File: src/rrtp_pkg.sv
// shared types, constants and codes for the round-robin task picker
`timescale 1ns / 1ps

package rrtp_pkg;

    // table geometry
    localparam int SLOT_COUNT = 1024;
    localparam int LANES      = 16;
    localparam int LANE_W     = $clog2(LANES);
    localparam int ROWS       = (SLOT_COUNT + LANES - 1) / LANES;
    localparam int ROW_W      = (ROWS > 1) ? $clog2(ROWS) : 1;
    localparam int STATUS_W   = 3;
    localparam int ROW_DATA_W = LANES * STATUS_W;
    localparam int SLOT_W     = 10;

    typedef logic [ROW_W-1:0]      row_t;
    typedef logic [LANE_W-1:0]     lane_t;
    typedef logic [STATUS_W-1:0]   status_t;
    typedef logic [ROW_DATA_W-1:0] row_data_t;
    typedef logic [SLOT_W-1:0]     slot_t;
    typedef logic [1:0]            decision_t;

    // operation codes
    localparam logic OP_WRITE = 1'b0;
    localparam logic OP_SCHED = 1'b1;

    // slot status codes
    localparam status_t ST_FREE     = 3'd0;
    localparam status_t ST_DYING    = 3'd1;
    localparam status_t ST_RUNNABLE = 3'd2;
    localparam status_t ST_RUNNING  = 3'd3;

    // decision codes
    localparam decision_t DEC_RUN  = 2'd0;
    localparam decision_t DEC_KEEP = 2'd1;
    localparam decision_t DEC_HALT = 2'd2;
    localparam decision_t DEC_NONE = 2'd3;

    // request word
    typedef struct packed {
        logic    operation;
        slot_t   slot_index;
        status_t new_status;
        logic    has_current;
        slot_t   current_slot;
    } req_word_t;

    // response word
    typedef struct packed {
        decision_t decision;
        slot_t     picked_slot;
    } rsp_word_t;

    // controller to datapath commands
    typedef struct packed {
        logic capture;
        logic wr_read;
        logic wr_commit;
        logic scan_read;
        logic load_out;
    } ctrl_cmd_t;

    // datapath to controller status
    typedef struct packed {
        logic req_sched;
        logic last_row;
        logic out_free;
    } dp_stat_t;

endpackage

File: src/rrtp_ram.sv
// generic simple dual-port ram with registered read
`timescale 1ns / 1ps

module rrtp_ram #(
    parameter int WIDTH = 8,
    parameter int DEPTH = 16
) (
    input  logic                                       clk,
    input  logic                                       we,
    input  logic [((DEPTH > 1) ? $clog2(DEPTH) : 1)-1:0] waddr,
    input  logic [WIDTH-1:0]                           wdata,
    input  logic [((DEPTH > 1) ? $clog2(DEPTH) : 1)-1:0] raddr,
    output logic [WIDTH-1:0]                           rdata
);

    logic [WIDTH-1:0] mem [DEPTH];

    // write port and registered read port
    always_ff @(posedge clk)
    begin
        if (we)
        begin
            mem[waddr] <= wdata;
        end
        rdata <= mem[raddr];
    end

endmodule

File: src/rrtp_ctrl.sv
// sequencing state machine for status writes and table scans
`timescale 1ns / 1ps

module rrtp_ctrl (
    input  logic                clk,
    input  logic                rst_n,
    input  logic                req_valid,
    output logic                req_stall,
    input  rrtp_pkg::dp_stat_t  stat,
    output rrtp_pkg::ctrl_cmd_t cmd
);

    typedef enum logic [2:0] {
        S_IDLE,
        S_WR_READ,
        S_WR_WRITE,
        S_SCAN,
        S_DRAIN,
        S_DONE
    } state_t;

    state_t state_reg;
    state_t state_next;
    logic   busy_reg;
    logic   accept;

    assign req_stall = busy_reg;
    assign accept    = req_valid && !busy_reg;

    // next state and commands
    always_comb
    begin
        state_next = state_reg;
        cmd        = '0;
        unique case (state_reg)
            S_IDLE:
            begin
                if (accept)
                begin
                    cmd.capture = 1'b1;
                    state_next  = stat.req_sched ? S_SCAN : S_WR_READ;
                end
            end
            S_WR_READ:
            begin
                cmd.wr_read = 1'b1;
                state_next  = S_WR_WRITE;
            end
            S_WR_WRITE:
            begin
                cmd.wr_commit = 1'b1;
                state_next    = S_IDLE;
            end
            S_SCAN:
            begin
                cmd.scan_read = 1'b1;
                if (stat.last_row)
                begin
                    state_next = S_DRAIN;
                end
            end
            S_DRAIN:
            begin
                state_next = S_DONE;
            end
            S_DONE:
            begin
                if (stat.out_free)
                begin
                    cmd.load_out = 1'b1;
                    state_next   = S_IDLE;
                end
            end
            default:
            begin
                state_next = S_IDLE;
            end
        endcase
    end

    // state and registered stall
    always_ff @(posedge clk or negedge rst_n)
    begin
        if (!rst_n)
        begin
            state_reg <= S_IDLE;
            busy_reg  <= 1'b0;
        end
        else
        begin
            state_reg <= state_next;
            busy_reg  <= (state_next != S_IDLE);
        end
    end

endmodule

File: src/rrtp_datapath.sv
// status table, row scan accumulators and response register
`timescale 1ns / 1ps

module rrtp_datapath (
    input  logic                 clk,
    input  logic                 rst_n,
    input  rrtp_pkg::req_word_t  req,
    input  rrtp_pkg::ctrl_cmd_t  cmd,
    output rrtp_pkg::dp_stat_t   stat,
    output logic                 rsp_valid,
    input  logic                 rsp_stall,
    output rrtp_pkg::rsp_word_t  rsp
);

    // captured request
    rrtp_pkg::row_t    idx_row_reg;
    rrtp_pkg::lane_t   idx_lane_reg;
    rrtp_pkg::status_t st_reg;
    logic              wr_ok_reg;
    rrtp_pkg::row_t    start_row_reg;
    rrtp_pkg::lane_t   start_lane_reg;
    logic              has_cur_reg;

    // scan control
    rrtp_pkg::row_t    scan_row_reg;
    rrtp_pkg::row_t    rd_row_reg;
    logic              proc_valid_reg;
    logic [rrtp_pkg::ROWS-1:0] row_valid_reg;

    // scan accumulators
    logic              found_after_reg;
    rrtp_pkg::slot_t   after_slot_reg;
    logic              found_any_reg;
    rrtp_pkg::slot_t   any_slot_reg;
    logic              live_reg;
    logic              cur_running_reg;

    // response register
    logic                rsp_valid_reg;
    rrtp_pkg::rsp_word_t rsp_reg;
    rrtp_pkg::rsp_word_t rsp_next;

    // memory signals
    rrtp_pkg::row_t    raddr;
    rrtp_pkg::row_data_t ram_q;
    rrtp_pkg::row_data_t rd_data;
    rrtp_pkg::row_data_t wr_data;
    logic              ram_we;

    // lane evaluation
    logic [rrtp_pkg::LANES-1:0] runnable_mask;
    logic [rrtp_pkg::LANES-1:0] after_mask;
    logic [rrtp_pkg::LANES-1:0] live_mask;
    logic              after_hit;
    rrtp_pkg::lane_t   after_lane;
    logic              any_hit;
    rrtp_pkg::lane_t   any_lane;
    logic              cur_run;
    logic              start_valid;
    rrtp_pkg::slot_t   start_slot;

    // status to controller
    assign stat.req_sched = (req.operation == rrtp_pkg::OP_SCHED);
    assign stat.last_row  = (scan_row_reg == rrtp_pkg::row_t'(rrtp_pkg::ROWS - 1));
    assign stat.out_free  = !rsp_valid_reg || !rsp_stall;

    // start slot of the circular search
    assign start_valid = req.has_current &&
                         (32'(req.current_slot) < 32'(rrtp_pkg::SLOT_COUNT));
    assign start_slot  = start_valid ? req.current_slot : '0;

    // capture the accepted word
    always_ff @(posedge clk)
    begin
        if (cmd.capture)
        begin
            idx_row_reg    <= rrtp_pkg::row_t'(req.slot_index >> rrtp_pkg::LANE_W);
            idx_lane_reg   <= rrtp_pkg::lane_t'(req.slot_index);
            st_reg         <= req.new_status;
            wr_ok_reg      <= (32'(req.slot_index) < 32'(rrtp_pkg::SLOT_COUNT));
            start_row_reg  <= rrtp_pkg::row_t'(start_slot >> rrtp_pkg::LANE_W);
            start_lane_reg <= rrtp_pkg::lane_t'(start_slot);
            has_cur_reg    <= start_valid;
        end
    end

    // status table, one row of sixteen slots per word
    assign raddr  = cmd.wr_read ? idx_row_reg : scan_row_reg;
    assign ram_we = cmd.wr_commit && wr_ok_reg;

    rrtp_ram #(
        .WIDTH (rrtp_pkg::ROW_DATA_W),
        .DEPTH (rrtp_pkg::ROWS)
    ) u_ram (
        .clk   (clk),
        .we    (ram_we),
        .waddr (idx_row_reg),
        .wdata (wr_data),
        .raddr (raddr),
        .rdata (ram_q)
    );

    // rows never written read as all free
    assign rd_data = row_valid_reg[rd_row_reg] ? ram_q : '0;

    // merge the new status into the row
    always_comb
    begin
        wr_data = rd_data;
        for (int l = 0; l < rrtp_pkg::LANES; l++)
        begin
            if (idx_lane_reg == rrtp_pkg::lane_t'(l))
            begin
                wr_data[l*rrtp_pkg::STATUS_W +: rrtp_pkg::STATUS_W] = st_reg;
            end
        end
    end

    // scan control and row valid bits
    always_ff @(posedge clk or negedge rst_n)
    begin
        if (!rst_n)
        begin
            row_valid_reg  <= '0;
            scan_row_reg   <= '0;
            proc_valid_reg <= 1'b0;
            rsp_valid_reg  <= 1'b0;
        end
        else
        begin
            proc_valid_reg <= cmd.scan_read;
            if (cmd.capture)
            begin
                scan_row_reg <= '0;
            end
            else if (cmd.scan_read)
            begin
                scan_row_reg <= scan_row_reg + 1'b1;
            end
            if (ram_we)
            begin
                row_valid_reg[idx_row_reg] <= 1'b1;
            end
            if (cmd.load_out)
            begin
                rsp_valid_reg <= 1'b1;
            end
            else if (rsp_valid_reg && !rsp_stall)
            begin
                rsp_valid_reg <= 1'b0;
            end
        end
    end

    // read row address follows the read data
    always_ff @(posedge clk)
    begin
        rd_row_reg <= raddr;
    end

    // per-lane classification
    always_comb
    begin
        for (int l = 0; l < rrtp_pkg::LANES; l++)
        begin
            runnable_mask[l] = (rd_data[l*rrtp_pkg::STATUS_W +: rrtp_pkg::STATUS_W]
                                == rrtp_pkg::ST_RUNNABLE);
            live_mask[l]     = runnable_mask[l] ||
                               (rd_data[l*rrtp_pkg::STATUS_W +: rrtp_pkg::STATUS_W]
                                == rrtp_pkg::ST_RUNNING) ||
                               (rd_data[l*rrtp_pkg::STATUS_W +: rrtp_pkg::STATUS_W]
                                == rrtp_pkg::ST_DYING);
            after_mask[l]    = runnable_mask[l] &&
                               ((rd_row_reg > start_row_reg) ||
                                ((rd_row_reg == start_row_reg) &&
                                 (rrtp_pkg::lane_t'(l) > start_lane_reg)));
        end
    end

    // lowest-lane priority encoders
    always_comb
    begin
        after_hit  = 1'b0;
        after_lane = '0;
        any_hit    = 1'b0;
        any_lane   = '0;
        for (int l = rrtp_pkg::LANES - 1; l >= 0; l--)
        begin
            if (after_mask[l])
            begin
                after_hit  = 1'b1;
                after_lane = rrtp_pkg::lane_t'(l);
            end
            if (runnable_mask[l])
            begin
                any_hit  = 1'b1;
                any_lane = rrtp_pkg::lane_t'(l);
            end
        end
    end

    // current slot still running
    assign cur_run = has_cur_reg && (rd_row_reg == start_row_reg) &&
                     (rd_data[start_lane_reg*rrtp_pkg::STATUS_W +: rrtp_pkg::STATUS_W]
                      == rrtp_pkg::ST_RUNNING);

    // accumulate over the rows in ascending order
    always_ff @(posedge clk)
    begin
        if (cmd.capture)
        begin
            found_after_reg <= 1'b0;
            found_any_reg   <= 1'b0;
            live_reg        <= 1'b0;
            cur_running_reg <= 1'b0;
            after_slot_reg  <= '0;
            any_slot_reg    <= '0;
        end
        else if (proc_valid_reg)
        begin
            if (!found_after_reg && after_hit)
            begin
                found_after_reg <= 1'b1;
                after_slot_reg  <= rrtp_pkg::slot_t'({rd_row_reg, after_lane});
            end
            if (!found_any_reg && any_hit)
            begin
                found_any_reg <= 1'b1;
                any_slot_reg  <= rrtp_pkg::slot_t'({rd_row_reg, any_lane});
            end
            live_reg        <= live_reg || (|live_mask);
            cur_running_reg <= cur_running_reg || cur_run;
        end
    end

    // final decision
    always_comb
    begin
        rsp_next = '0;
        if (found_after_reg)
        begin
            rsp_next.decision    = rrtp_pkg::DEC_RUN;
            rsp_next.picked_slot = after_slot_reg;
        end
        else if (found_any_reg)
        begin
            rsp_next.decision    = rrtp_pkg::DEC_RUN;
            rsp_next.picked_slot = any_slot_reg;
        end
        else if (cur_running_reg)
        begin
            rsp_next.decision    = rrtp_pkg::DEC_KEEP;
            rsp_next.picked_slot = rrtp_pkg::slot_t'({start_row_reg, start_lane_reg});
        end
        else if (live_reg)
        begin
            rsp_next.decision = rrtp_pkg::DEC_HALT;
        end
        else
        begin
            rsp_next.decision = rrtp_pkg::DEC_NONE;
        end
    end

    // response word register
    always_ff @(posedge clk)
    begin
        if (cmd.load_out)
        begin
            rsp_reg <= rsp_next;
        end
    end

    assign rsp_valid = rsp_valid_reg;
    assign rsp       = rsp_reg;

endmodule

File: src/round_robin_task_picker.sv
// top level of the round-robin task picker
`timescale 1ns / 1ps

// Round-robin task picker. Keeps a status word for each task slot in a
// memory of sixteen slots per row; rows never written read as free, so the
// table is usable straight after reset with no clearing pass. A status write
// is a read-modify-write of one row, with the request side stalled while
// the row is read and written back. A schedule request reads one row per
// cycle, so its response word is loaded after every row has been read, and
// the next request can be taken after that; the scan length is set by the
// single read port of the status memory. The response sits in its own
// register, so a stalled response does not hold up status writes; a
// following schedule request waits at its end until the response register
// is free. One request is handled at a time.
module round_robin_task_picker (
    input  logic                clk,
    input  logic                rst_n,
    input  logic                req_valid,
    output logic                req_stall,
    input  rrtp_pkg::req_word_t req,
    output logic                rsp_valid,
    input  logic                rsp_stall,
    output rrtp_pkg::rsp_word_t rsp
);

    rrtp_pkg::ctrl_cmd_t cmd;
    rrtp_pkg::dp_stat_t  stat;

    // sequencing
    rrtp_ctrl u_ctrl (
        .clk       (clk),
        .rst_n     (rst_n),
        .req_valid (req_valid),
        .req_stall (req_stall),
        .stat      (stat),
        .cmd       (cmd)
    );

    // table and scan datapath
    rrtp_datapath u_dp (
        .clk       (clk),
        .rst_n     (rst_n),
        .req       (req),
        .cmd       (cmd),
        .stat      (stat),
        .rsp_valid (rsp_valid),
        .rsp_stall (rsp_stall),
        .rsp       (rsp)
    );

endmodule

File: config.mk
export PLATFORM = sky130hd
export DESIGN_NAME = round_robin_task_picker
export DESIGN_NICKNAME = d
export VERILOG_FILES = /design/src/rrtp_pkg.sv /design/src/rrtp_ram.sv /design/src/rrtp_ctrl.sv /design/src/rrtp_datapath.sv /design/src/round_robin_task_picker.sv
export SDC_FILE = /design/constraint.sdc
export NUM_CORES = 2
export LEC_CHECK = 0
export BUFFER_PORTS_ARGS = -buffer_cell sky130_fd_sc_hd__buf_2
export CAP_MARGIN = 20
export CORE_MARGIN = 3
export CORE_UTILIZATION = 65
export CTS_BUF_LIST = sky130_fd_sc_hd__clkbuf_2 sky130_fd_sc_hd__clkbuf_4 sky130_fd_sc_hd__clkbuf_8
export DETAILED_ROUTE_END_ITERATION = 6
export HOLD_SLACK_MARGIN = 0.1
export PLACE_DENSITY_LB_ADDON = 0.08
export SETUP_SLACK_MARGIN = 0.05
export SYNTH_ARGS = -nofsm -noshare
export SYNTH_HDL_FRONTEND = slang
export SYNTH_SLANG_ARGS = --single-unit
File: constraint.sdc
create_clock -name clk -period 6.7 [get_ports clk]
set_input_delay 0.335 -clock clk [delete_from_list [all_inputs] [get_ports clk]]
set_output_delay 0.335 -clock clk [all_outputs]
set_load 0.005 [all_outputs]
After elaboration in Yosys (flattened, before gate mapping)
Memories as Yosys holds them, arrays and structs flattened. A register that Yosys moved wholly into a read port is not among the register bits.
Cells that the tools add are included.
{"block": "totals", "reg_bits": 142, "mem_bits_rw": 3072, "inputBits": 29, "elab_cells": 332, "mem_count": 1}
{"block": "op_classes", "n_addsub": 1, "multipliers": 1, "order_cmp": 20, "n_eq_ne": 71, "n_shift": 1, "muxes": 109, "n_bitwise": 1, "reduce_logical": 105}
{"name": "u_dp.u_ram.mem", "words": 64, "width": 48, "read_ports": 1, "rd_clocked_by_memory_dff": 1, "write_ports": 1, "line": "rrtp_ram.sv:16", "text": "logic [WIDTH-1:0] mem [DEPTH];"}
{"operator": "$mux 4", "count": 32}
{"operator": "$eq 3x2->1 const B", "count": 35}
{"operator": "$or 64x64->64", "count": 1}
{"operator": "$mux 3", "count": 19}
{"operator": "$eq 3x1->1 const B", "count": 17}
{"operator": "$logic_or 1x1->1", "count": 51}
{"operator": "$mux 48", "count": 1}
{"operator": "$shiftx 48x7->3", "count": 1}
{"operator": "$mux 1", "count": 47}
{"operator": "$logic_and 1x1->1", "count": 39}
{"operator": "$eq 4x4->1 const B", "count": 8}
{"operator": "$gt 4x4->1 const A", "count": 8}
{"operator": "$mux 10", "count": 3}
{"operator": "$mux 6", "count": 3}
{"operator": "$eq 4x3->1 const B", "count": 4}
{"operator": "$gt 3x4->1 const A", "count": 4}
{"operator": "$reduce_or 16->1", "count": 1}
{"operator": "$pmux 3 s5", "count": 1}
{"operator": "$lt 6x7->1 const B", "count": 2}
{"operator": "$eq 4x2->1 const B", "count": 2}
{"operator": "$gt 1x4->1 const A", "count": 2}
{"operator": "$gt 2x4->1 const A", "count": 2}
{"operator": "$add 6x1->6 const B", "count": 1}
{"operator": "$bmux 1 s6", "count": 1}
{"operator": "17 further kinds", "count": 24}

Logic depth before layout (Yosys ltp)
{"block": "depth", "word_depth": 23, "depth_mapped": 14, "ltp_nobuf": 10}

Hierarchy
Synthesis repeated with hierarchy kept, for this count alone.
{"block": "hier_totals", "hier_cells": 5886, "area_unflattened_um2": 125424.0}
{"module": "rrtp_ram", "instances": 1, "cells_per_inst": 4970, "area_per_inst_um2": 117117.3, "seq_area_each_um2": 93209.4}
{"module": "rrtp_datapath", "instances": 1, "cells_per_inst": 888, "area_per_inst_um2": 8022.7, "seq_area_each_um2": 3483.3}
{"module": "rrtp_ctrl", "instances": 1, "cells_per_inst": 28, "area_per_inst_um2": 284.0, "seq_area_each_um2": 100.1}

Worst setup path after synthesis
OpenSTA, ideal clock, no wires.
{"block": "synth_timing", "kind": "register to register", "from": "reg u_dp.rd_row_reg[2]", "to": "mem u_dp.u_ram.mem[0][14] (netlist bit), data pin", "t_arrival_ps": 4420, "path_slack_ps": 1559, "stages_incl_launch_ff": 10, "path_buffers": 4, "path_cell_list": "dfxtp_1 -> buf_2 -> buf_2 -> mux4_2 -> nand2_1 -> a41oi_1 -> a32oi_2 -> buf_4 -> buf_2 -> o31ai_1"}
{"block": "synth_via", "elab_chain_cells": 4}
{"item": "start: declaration", "line": "rrtp_datapath.sv:26", "text": "rrtp_pkg::row_t rd_row_reg;"}
{"item": "start signal: assignment", "line": "rrtp_datapath.sv:158", "text": "rd_row_reg <= raddr;"}
{"item": "$bmux 1 s6", "line": "rrtp_datapath.sv:104", "text": "assign rd_data = row_valid_reg[rd_row_reg] ? ram_q : '0;"}
{"item": "$mux 1 (not written as such)", "line": "rrtp_datapath.sv:104"}
{"item": "$mux 48", "line": "rrtp_datapath.sv:104"}
{"item": "$mux 3", "line": "rrtp_datapath.sv:112", "text": "if (idx_lane_reg == rrtp_pkg::lane_t'(l))"}
{"item": "named net u_dp.u_ram.wdata[14]", "line": "rrtp_ram.sv:11", "text": "input logic [WIDTH-1:0] wdata,"}
{"item": "end: declaration", "line": "rrtp_ram.sv:16"}
The timed path passes the listed nets, and every way through them passes these cells. The select of a mux whose other input is x is not followed.

Worst setup path after layout
{"block": "layout_timing", "from": "reg u_ctrl.state_reg[2]", "to": "reg u_dp.u_ram.rdata[28], read port of u_dp.u_ram.mem"}
{"block": "layout_via", "elab_chain_cells": 3}
{"item": "start: declaration", "line": "rrtp_ctrl.sv:22", "text": "state_t state_reg;"}
{"item": "start signal: assignment", "line": "rrtp_ctrl.sv:91", "text": "state_reg <= state_next;"}
{"item": "$eq 3x1->1", "line": "rrtp_ctrl.sv:35", "text": "unique case (state_reg)"}
{"item": "$mux 1", "line": "rrtp_ctrl.sv:35"}
{"item": "$mux 6", "line": "rrtp_datapath.sv:88", "text": "assign raddr = cmd.wr_read ? idx_row_reg : scan_row_reg;"}
{"item": "end: declaration", "line": "rrtp_ram.sv:13", "text": "output logic [WIDTH-1:0] rdata"}
Every way passes these cells.
A chain may end at the register's enable or synchronous reset.

==> summary.txt <==
Setup path
  • Worst path required time: just under 8 ns
  • Kind of critical path: flip-flop to flip-flop
  • Worst Path Max Fanout: ~130
  • Setup crit end kind: flip-flop
  • Setup crit start kind: flip-flop
  • Critical path arrival: between 6 and 7 ns

Timing
  • Slew Viols, Final: 0
  • RSZ-0062 raised after global routing: no
  • Final setup vio count: 0
  • Fin crit share: roughly 80%
  • Least-Margin Pin Slew: 1.37 ns
  • FMAX: ~190 MHz
  • Crit path time final: around 5.2 ns
  • Setup Total Neg Slack: 0 ns
  • Rel. slew slack: 8.09%
  • Final hold vios: 0
  • Final Skew: 0.0564 ns

Layout
  • Area grow syn2layout: 11.8%
  • Fraction of layout cells with a size suffix above 1: between 10% and 20%
  • Max reg flops: roughly 3100
  • Filler instances: about 12000
  • Final net count: just under 10000

Yosys
  • Syn Area/Cell: roughly 13 sq um
  • Unique cell type count in the Yosys netlist: 66
  • Most numerous cell in the Yosys netlist: edfxtp_1
  • Synth area leader: edfxtp_1
  • Cells after Synth: slightly below 10000
  • Post-synthesis sequential area ratio: between 70% and 80%
  • Post-synth top cells: edfxtp_1 (3108), nand2_1 (2894), nand3_1 (890)
  • Yosys reg bits: between 3000 and 4000
  • Largest cells by area after synthesis: edfxtp_1 (72%), nand2_1 (8.4%), a311oi_1 (3.9%)
  • Synth Cell Area: ~0.13 sq mm
  • Synth Flop Type: edfxtp_1
  • Synth async-reset ratio: 2.33%
  • Syn nets: 9673
  • Yosys warns: 0
  • Synth top area share: a little under three quarters
  • Number of synthesized flops with an enable pin: between 3000 and 4000

Routing
  • DRC viols: 0
  • WL met2: ~170000 um
  • Met3 wire len: ~53000 um
  • DR vias/cell: 6.72
  • DRT antenna net count: 0
  • Drt total wl: 384000 um
  • Drt wl/cell: approximately 30 um
  • Via count: roughly 87000
  • DRT iter0 DRCs: between 10000 and 15000
  • Top sig layer: met5
  • Drt first pass iters: 6
  • Met1 WL: approximately 140000 um

Min path
  • Hold Path Class: input port to async pin

Global routing
  • GRT Util Overall: between 30 and 40%
  • Grt ovf: 0
  • Initial antenna violation count: 34
  • Number of global-route vias before repair: slightly above 80000
  • Pin count of the biggest net entering global routing: around 160
  • First-pass GRT wire length: 552000 um

Clock network
  • CTS Buf Count: about 540
  • CTS HTree Levels: 6
  • Clock root buffer: clkbuf_8
  • CTS Sinks: between 3000 and 4000
  • Clock Latency Late Sink: 1.10 ns
  • Reg clk slew, reported paths: 0.06 ns
  • CTS tree: done
  • Setup bufs post-CTS: 0
  • Max Buffers Root-to-Sink: 4

Floorplanning
  • Die Span Y: approximately 450 um
  • Core area: just under 0.2 sq mm
  • # IOs: between 40 and 50
  • Die Area: between 0.2 and 0.25 sq mm
  • Rows: approximately 160
  • Initial Utilization: between 60% and 70%
  • Chip width: 453 um

Power and ir drop
  • VDD IR max: 0.449 mV
  • Comb power frac: around 31%
  • P_int: roughly 41000 uW
  • Pwr Density: roughly 430 mW/mm^2
  • Clock power frac: 26.5%
  • Switching part of the total power: roughly 35%
  • Overall Power: approximately 63000 uW
  • Leak: 0.0515 uW
  • Sequential power share: roughly 43%
  • Psw: 22400 uW

Outcome
  • Status: completed

Placement
  • GP Congestion: about 0.9
  • HPWL after DPL: 201000 um
  • Port buffer count: 42

Job
  • Max Cap Viol: 0
## metrics by stage
stage	utilization (%)	std cells	setup WS (ns)	hold slack (ns)	area, sq um
finish	73.4	12900	1.46	0.158	145000
global route	73.4	12900	1.22	0.150	145000
CTS	73.3	12900	1.56	0.102	145000
detailed placement	67.9	11900	1.59	0.159	135000
global placement	67.9	11900	1.36	0.158	134000
floorplan	-	9637	1.56	0.0394	130000
## placed cells by master, fill, tap and decap left out, drive strengths merged, types with 55 or more instances in the layout
cell type  instances
or2               67
mux2i            211
or3               55
nor3              63
dfrtp             76
edfxtp          3108
nand3            890
and3             340
a311oi           576
mux4              62
o21ai             86
clkbuf           791
clkinv            96
nor2             134
dfxtp             78
buf              310
nand2           2894
## power groups by stage
stage / clock (uW) / combinational, uW / sequential (uW)
finish: 16800 / 19400 / 27100
global route: 17800 / 20700 / 27100
CTS: 16900 / 18900 / 27000
detailed placement: 0 / 18900 / 27400
global placement: 0 / 18400 / 27400
floorplan: 0 / 12200 / 27400
## path summary, 6_finish.rpt
| check | startpoint | endpoint | depth (start not counted) | slack [ns] |
|---|---|---|---|---|
| hold / removal | rst_n | u_dp.scan_row_reg[4] | 3 | 0.16 |
| setup reg to reg | u_ctrl.state_reg[2] | u_dp.u_ram.rdata[28] | 12 | 1.46 |
| min in group clk | req[24] | u_ctrl.state_reg[1] | 3 | 0.18 |
| max in group asynchronous | rst_n | u_dp.row_valid_reg[60] | 3 | 5.85 |
| hold reg to reg | u_dp.after_slot_reg[1] | u_dp.after_slot_reg[1] | 2 | 0.46 |
| setup / recovery | u_ctrl.state_reg[2] | u_dp.u_ram.rdata[28] | 12 | 1.46 |
## area by class of cell
type                    instances  area [sq um]  area share, %
flip-flops and latches       3262         96800           66.6
multi-input cells            5687         31500           21.7
clock buffers                 790          9630           6.63
repair buffers                361          3380           2.33
well taps                    2640          3300           2.27
clock inverters               108           528          0.363
inverters                      26           120         0.0827
diodes                         19          47.5         0.0327
## routing by layer
layer	track usage, %	vias to the layer above
met1	52.6	42500
met3	9.20	1118
li1	-	36400
met4	18.1	18
met5	0	-
met2	54.7	6522
## timing repair
item,4_1_cts,5_1_grt
hold buffers,50,0
resized for setup,0,0
hold endpoints to repair,121,0
## worst max-delay path, cell delays in order, from the launching register on
cell      delay [ns]
dfrtp_1         0.47
nor3b_2         0.84
mux2i_4         0.21
buf_12          0.26
inv_8           0.79
buf_12          0.42
buf_4           0.37
nand2_1         0.09
and3_1          0.17
a311oi_1        0.28
a311oi_1        0.10
a311oi_1        0.86
or3_1           0.21
## cells by family (layout without fill, tap and decap cells)
family                     after synthesis  in the layout  share of synthesized area [%]
xor gates and xnor gates                 4              4                         0.0269
muxes                                  273            273                           2.71
DFF                                   3262           3262                           74.4
buffers and inverters                  688           1285                           2.22
AOI/OAI and AO/OA                      864            864                           5.37
and+or+nand+nor                       4539           4539                           15.2
adders and majority gates                7              7                         0.0673
other                                    0             19                              0
(Power assumes the default switching activity.)
